===== src/sv/twrr_pkg.sv =====
// twrr_pkg: shared types, constants and helpers for the time window record ring.
// No dependencies; imported by every module of the block.
`default_nettype none

package twrr_pkg;

  localparam int DEPTH   = 64;
  localparam int MAX_LEN = 512;

  localparam int SLOT_W  = $clog2(DEPTH);
  localparam int CNT_W   = $clog2(DEPTH + 1);
  localparam int STAMP_W = 32;
  localparam int LEN_W   = 10;
  localparam int HDL_W   = 32;
  localparam int POS_W   = 6;
  localparam int DUR_W   = 31;
  localparam int CAP_W   = 7;
  localparam int CFG_W   = 31;
  localparam int CIDX_W  = 1;

  // operation codes
  localparam logic [1:0] OP_PUSH   = 2'd0;
  localparam logic [1:0] OP_READ   = 2'd1;
  localparam logic [1:0] OP_EXPIRE = 2'd2;
  localparam logic [1:0] OP_CLEAR  = 2'd3;

  // status codes
  localparam logic [1:0] ST_OK      = 2'd0;
  localparam logic [1:0] ST_BAD_LEN = 2'd1;
  localparam logic [1:0] ST_ORDER   = 2'd2;
  localparam logic [1:0] ST_RANGE   = 2'd3;

  // register indexes
  localparam logic [CIDX_W-1:0] REG_DURATION = 1'd0;
  localparam logic [CIDX_W-1:0] REG_CAPACITY = 1'd1;

  localparam logic [DUR_W-1:0] DURATION_RST = DUR_W'(1000000);
  localparam logic [CAP_W-1:0] CAPACITY_RST = CAP_W'(DEPTH);

  typedef struct packed {
    logic [STAMP_W-1:0] stamp;
    logic [LEN_W-1:0]   length;
    logic [HDL_W-1:0]   handle;
  } rec_t;

  typedef struct packed {
    logic expired;   // age has reached the window duration
    logic backward;  // wrapping difference is 2^31 or more
  } age_flags_t;

  // ring slot of an age index; oldest < cap and idx <= cap keep the sum below 2*cap
  function automatic logic [SLOT_W-1:0] slot_of(input logic [SLOT_W-1:0] oldest,
                                               input logic [CNT_W-1:0]  idx,
                                               input logic [CNT_W-1:0]  cap);
    logic [CNT_W:0] sum;
    sum = {2'b00, oldest} + {1'b0, idx};
    if (sum >= {1'b0, cap}) begin
      sum = sum - {1'b0, cap};
    end
    return sum[SLOT_W-1:0];
  endfunction

endpackage

`default_nettype wire


===== src/sv/twrr_age_unit.sv =====
// twrr_age_unit: shared wrapping subtract and compare for record ages.
// Depends on twrr_pkg for widths and the flag struct.
`default_nettype none

module twrr_age_unit (
  input  wire logic [twrr_pkg::STAMP_W-1:0] now,
  input  wire logic [twrr_pkg::STAMP_W-1:0] rec_stamp,
  input  wire logic [twrr_pkg::DUR_W-1:0]   duration,
  output twrr_pkg::age_flags_t              flags
);
  import twrr_pkg::*;

  logic [STAMP_W-1:0] diff;
  logic [DUR_W-1:0]   dur_eff;

  always_comb begin
    diff    = now - rec_stamp;
    dur_eff = (duration == '0) ? DUR_W'(1) : duration;
    flags.expired  = (diff >= {1'b0, dur_eff});
    flags.backward = diff[STAMP_W-1];
  end

endmodule

`default_nettype wire


===== config.mk =====
export PLATFORM = sky130hd
export DESIGN_NAME = twrr_age_unit
export DESIGN_NICKNAME = d
export VERILOG_FILES = /design/src/sv/twrr_pkg.sv /design/src/sv/twrr_age_unit.sv
export SDC_FILE = /design/constraint.sdc
export NUM_CORES = 1
export LEC_CHECK = 0
export BUFFER_PORTS_ARGS = -buffer_cell sky130_fd_sc_hd__buf_2
export CELL_PAD_IN_SITES_DETAIL_PLACEMENT = 0
export CELL_PAD_IN_SITES_GLOBAL_PLACEMENT = 1
export CORE_MARGIN = 4
export CORE_UTILIZATION = 33
export DETAILED_ROUTE_END_ITERATION = 8
export PLACE_DENSITY = 0.84
export SLEW_MARGIN = 20
export SYNTH_ARGS = -nofsm -noshare
export SYNTH_HDL_FRONTEND = slang
export SYNTH_SLANG_ARGS = --single-unit

===== constraint.sdc =====
create_clock -name vclk -period 4.05
set_clock_uncertainty 0.05 [all_clocks]
set_input_delay 0.405 -clock vclk [all_inputs]
set_output_delay 0.405 -clock vclk [all_outputs]
set_load 0.01 [all_outputs]

==> results.py <==
metrics = {
    "pwr": {
        "vdd_ir_drop_max_mv": 0.0536,
        "p_total_uw": 666,
        "power_density_nw_per_um2": 168,
        "leakage_uw": 0.00218,
    },
    "cells_and_area": {
        "nClkBuffers": 0,
        "seq_area_um2": 0,
        "seq_cell_count": 0,
        "final_common_cell": "buf_2",
        "layout_common_cells": "buf_2, buf_4, inv_1, ha_1, a21oi_1",
        "drive_gt1_share_pct": 36.3,
        "syn_to_final_growth_pct": 46.7,
        "nFillCells": 798,
        "final_nets": 720,
        "antennaDiodeCount": 0,
        "multiInputGateArea_um2": 2510,
        "instances_no_fill": 662,
    },
    "synth": {
        "yosys_warnings": 0,
        "syn-num-nets": 552,
        "syn_area_um2": 2700,
        "syn_avg_cell_area_um2": 6.84,
        "synth_cell_types": 54,
        "yosysSeqAreaShare_pct": 0,
        "synth_cells": 394,
    },
    "routing": {
        "routed_via_density": 4.97,
        "finalWirelength_um": 8420,
        "wl_per_cell_um": 12.7,
        "drtAntennaViolNets": 0,
        "first_pass_iters": 4,
        "route.detailed.drc": 0,
        "vias": 3290,
        "first_iter_violations": 67,
    },
    "die": {
        "die_x_um": 98.4,
        "core_area_um2": 7850,
        "dieArea_um2": 9680,
        "die_y_um": 98.4,
        "fp-row-count": 32,
        "initial_utilization_pct": 34.4,
        "pin_count": 97,
    },
    "timing": {
        "fin_tns_setup_ns": -0.238,
        "slew_headroom_pct": 62.5,
        "worstMarginPinSlew_ns": 0.557,
        "finalMaxSlewViolations": 0,
        "setup_slack_ns": -0.238,
        "finalHoldViolations": 0,
        "post-route-min-period_ns": 4.29,
        "setup_viol": 1,
        "hold_slack_ns": 1.19,
        "rsz0062_at_grt": "true",
        "max_freq_mhz": 233,
        "post-route-period-util_pct": 106,
    },
    "critical_path": {
        "cp.required_ns": 3.60,
        "worst_ep_arrival_time_ns": 3.83,
        "start_kind": "input port",
        "crit_path_max_fanout": 3,
        "worstSetupPathType": "in2out",
        "end_kind": "output pin",
    },
    "global_route": {
        "grt_pass1_wl_um": 14200,
        "track_usage_pct": 16.5,
        "grt_pass1_vias": 3354,
        "antenna_found_initial": 0,
        "grt_start_max_net_pins": 12,
        "overflow": 0,
    },
    "clock_tree": {
        "postCtsHoldBufs": 0,
    },
    "worst_hold_path": {
        "hp-class": "in2out",
    },
    "flow_run": {
        "cap_violations": 0,
    },
    "place": {
        "place_congestion": 0.878,
        "portBuffers": 97,
        "post-place-ws_ns": -0.467,
        "hpwl_um": 7520,
        "dp.cells": 661,
    },
    "outcome": {
        "failed_checks": "negative setup slack",
        "outcome": "complete, but fails checks",
    },
}
## metal layers
metal | wire, µm | GRT usage (%) | share of wire (%)
met1 | 3870 | 21.1 | 46
met2 | 4070 | 30.6 | 48
met3 | 429 | 2.14 | 5.1
met4 | 47 | 0.945 | 0.56
met5 | 0 | 0 | 0
## area by class of cell
cell class	instances	area share, %
inverters	72	7.15
multi-input cells	318	63.3
well taps	102	3.23
repair buffers	170	26.3
## power breakdown
group,switching (µW),total (µW),leakage (µW),internal [µW]
clock network,0,0,0,0
logic,329,666,0.00218,337
registers,0,0,0,0
total,329,666,0.00218,337
## through the flow
| step | cell area, µm² | utilization, % |
|---|---|---|
| final | 3960 | 50.4 |
| after global routing | 3960 | 50.4 |
| after CTS | 3900 | 49.6 |
| after detailed placement | 3870 | 49.4 |
| after global placement | 3870 | 49.4 |
| after floorplan | 2750 | - |
## cells in the mapped netlist (2+ instances only)
library cell / number / area (µm²)
a211oi_1: 6 / 45.0
a21o_1: 12 / 90.1
nor3_1: 14 / 70.1
a21oi_1: 42 / 210
a41oi_1: 2 / 17.5
buf_6: 2 / 22.5
o21bai_1: 4 / 30.0
nor2b_1: 2 / 12.5
or2_2: 4 / 25.0
or3_1: 5 / 31.3
nor4_1: 10 / 62.6
nand4_1: 6 / 37.5
o21ai_0: 18 / 90.1
ha_1: 62 / 776
xor2_1: 9 / 78.8
o31ai_1: 3 / 22.5
mux2i_1: 2 / 20.0
and3_1: 3 / 18.8
nand2b_1: 7 / 43.8
o2111ai_1: 3 / 26.3
nor2_1: 22 / 82.6
inv_1: 72 / 270
nand3_1: 6 / 30.0
nand2_1: 22 / 82.6
o211ai_1: 4 / 30.0
xnor2_1: 16 / 140
and2_1: 3 / 18.8
nand3b_1: 2 / 15.0
clkbuf_1: 2 / 7.51
a31oi_1: 5 / 31.3
## worst max-delay path: stages
cell      delay, ns
buf_6          0.11
inv_12         0.04
ha_4           0.12
inv_2          0.03
fa_2           0.36
a211oi_2       0.25
o21ai_2        0.11
a221oi_4       0.31
o22ai_2        0.13
a311o_2        0.38
a311oi_2       0.32
xnor2_1        0.11
ha_1           0.30
nand2_1        0.06
or3_1          0.32
a21oi_2        0.13
nor3_1         0.06
mux2i_1        0.13
buf_2          0.15
## cell families (layout without fill, tap and decap cells)
family	after synthesis	after routing	share of synthesized area (%)
AND/OR/NAND/NOR	112	112	21.6
multiplexers	3	3	1.16
adder cells (fa/ha/maj)	63	63	29.5
buffers and inverters	76	242	11.1
AO/OA/AOI/OAI	115	115	28.4
XOR/XNOR	25	25	8.12
## final timing paths
kind	to	slack (ns)	depth (start not counted)	startpoint
max	flags[1]	-0.24	19	now[0]
min	flags[0]	1.19	4	now[31]
## timing repair
| action | CTS | global route |
|---|---|---|
| pin swaps | 8 | 10 |
| endpoints found under the setup margin | 1 | 1 |
| setup buffers | 1 | 0 |
| gates resized for setup | 7 | 10 |
Note: power is estimated with default switching activity, not from simulation.
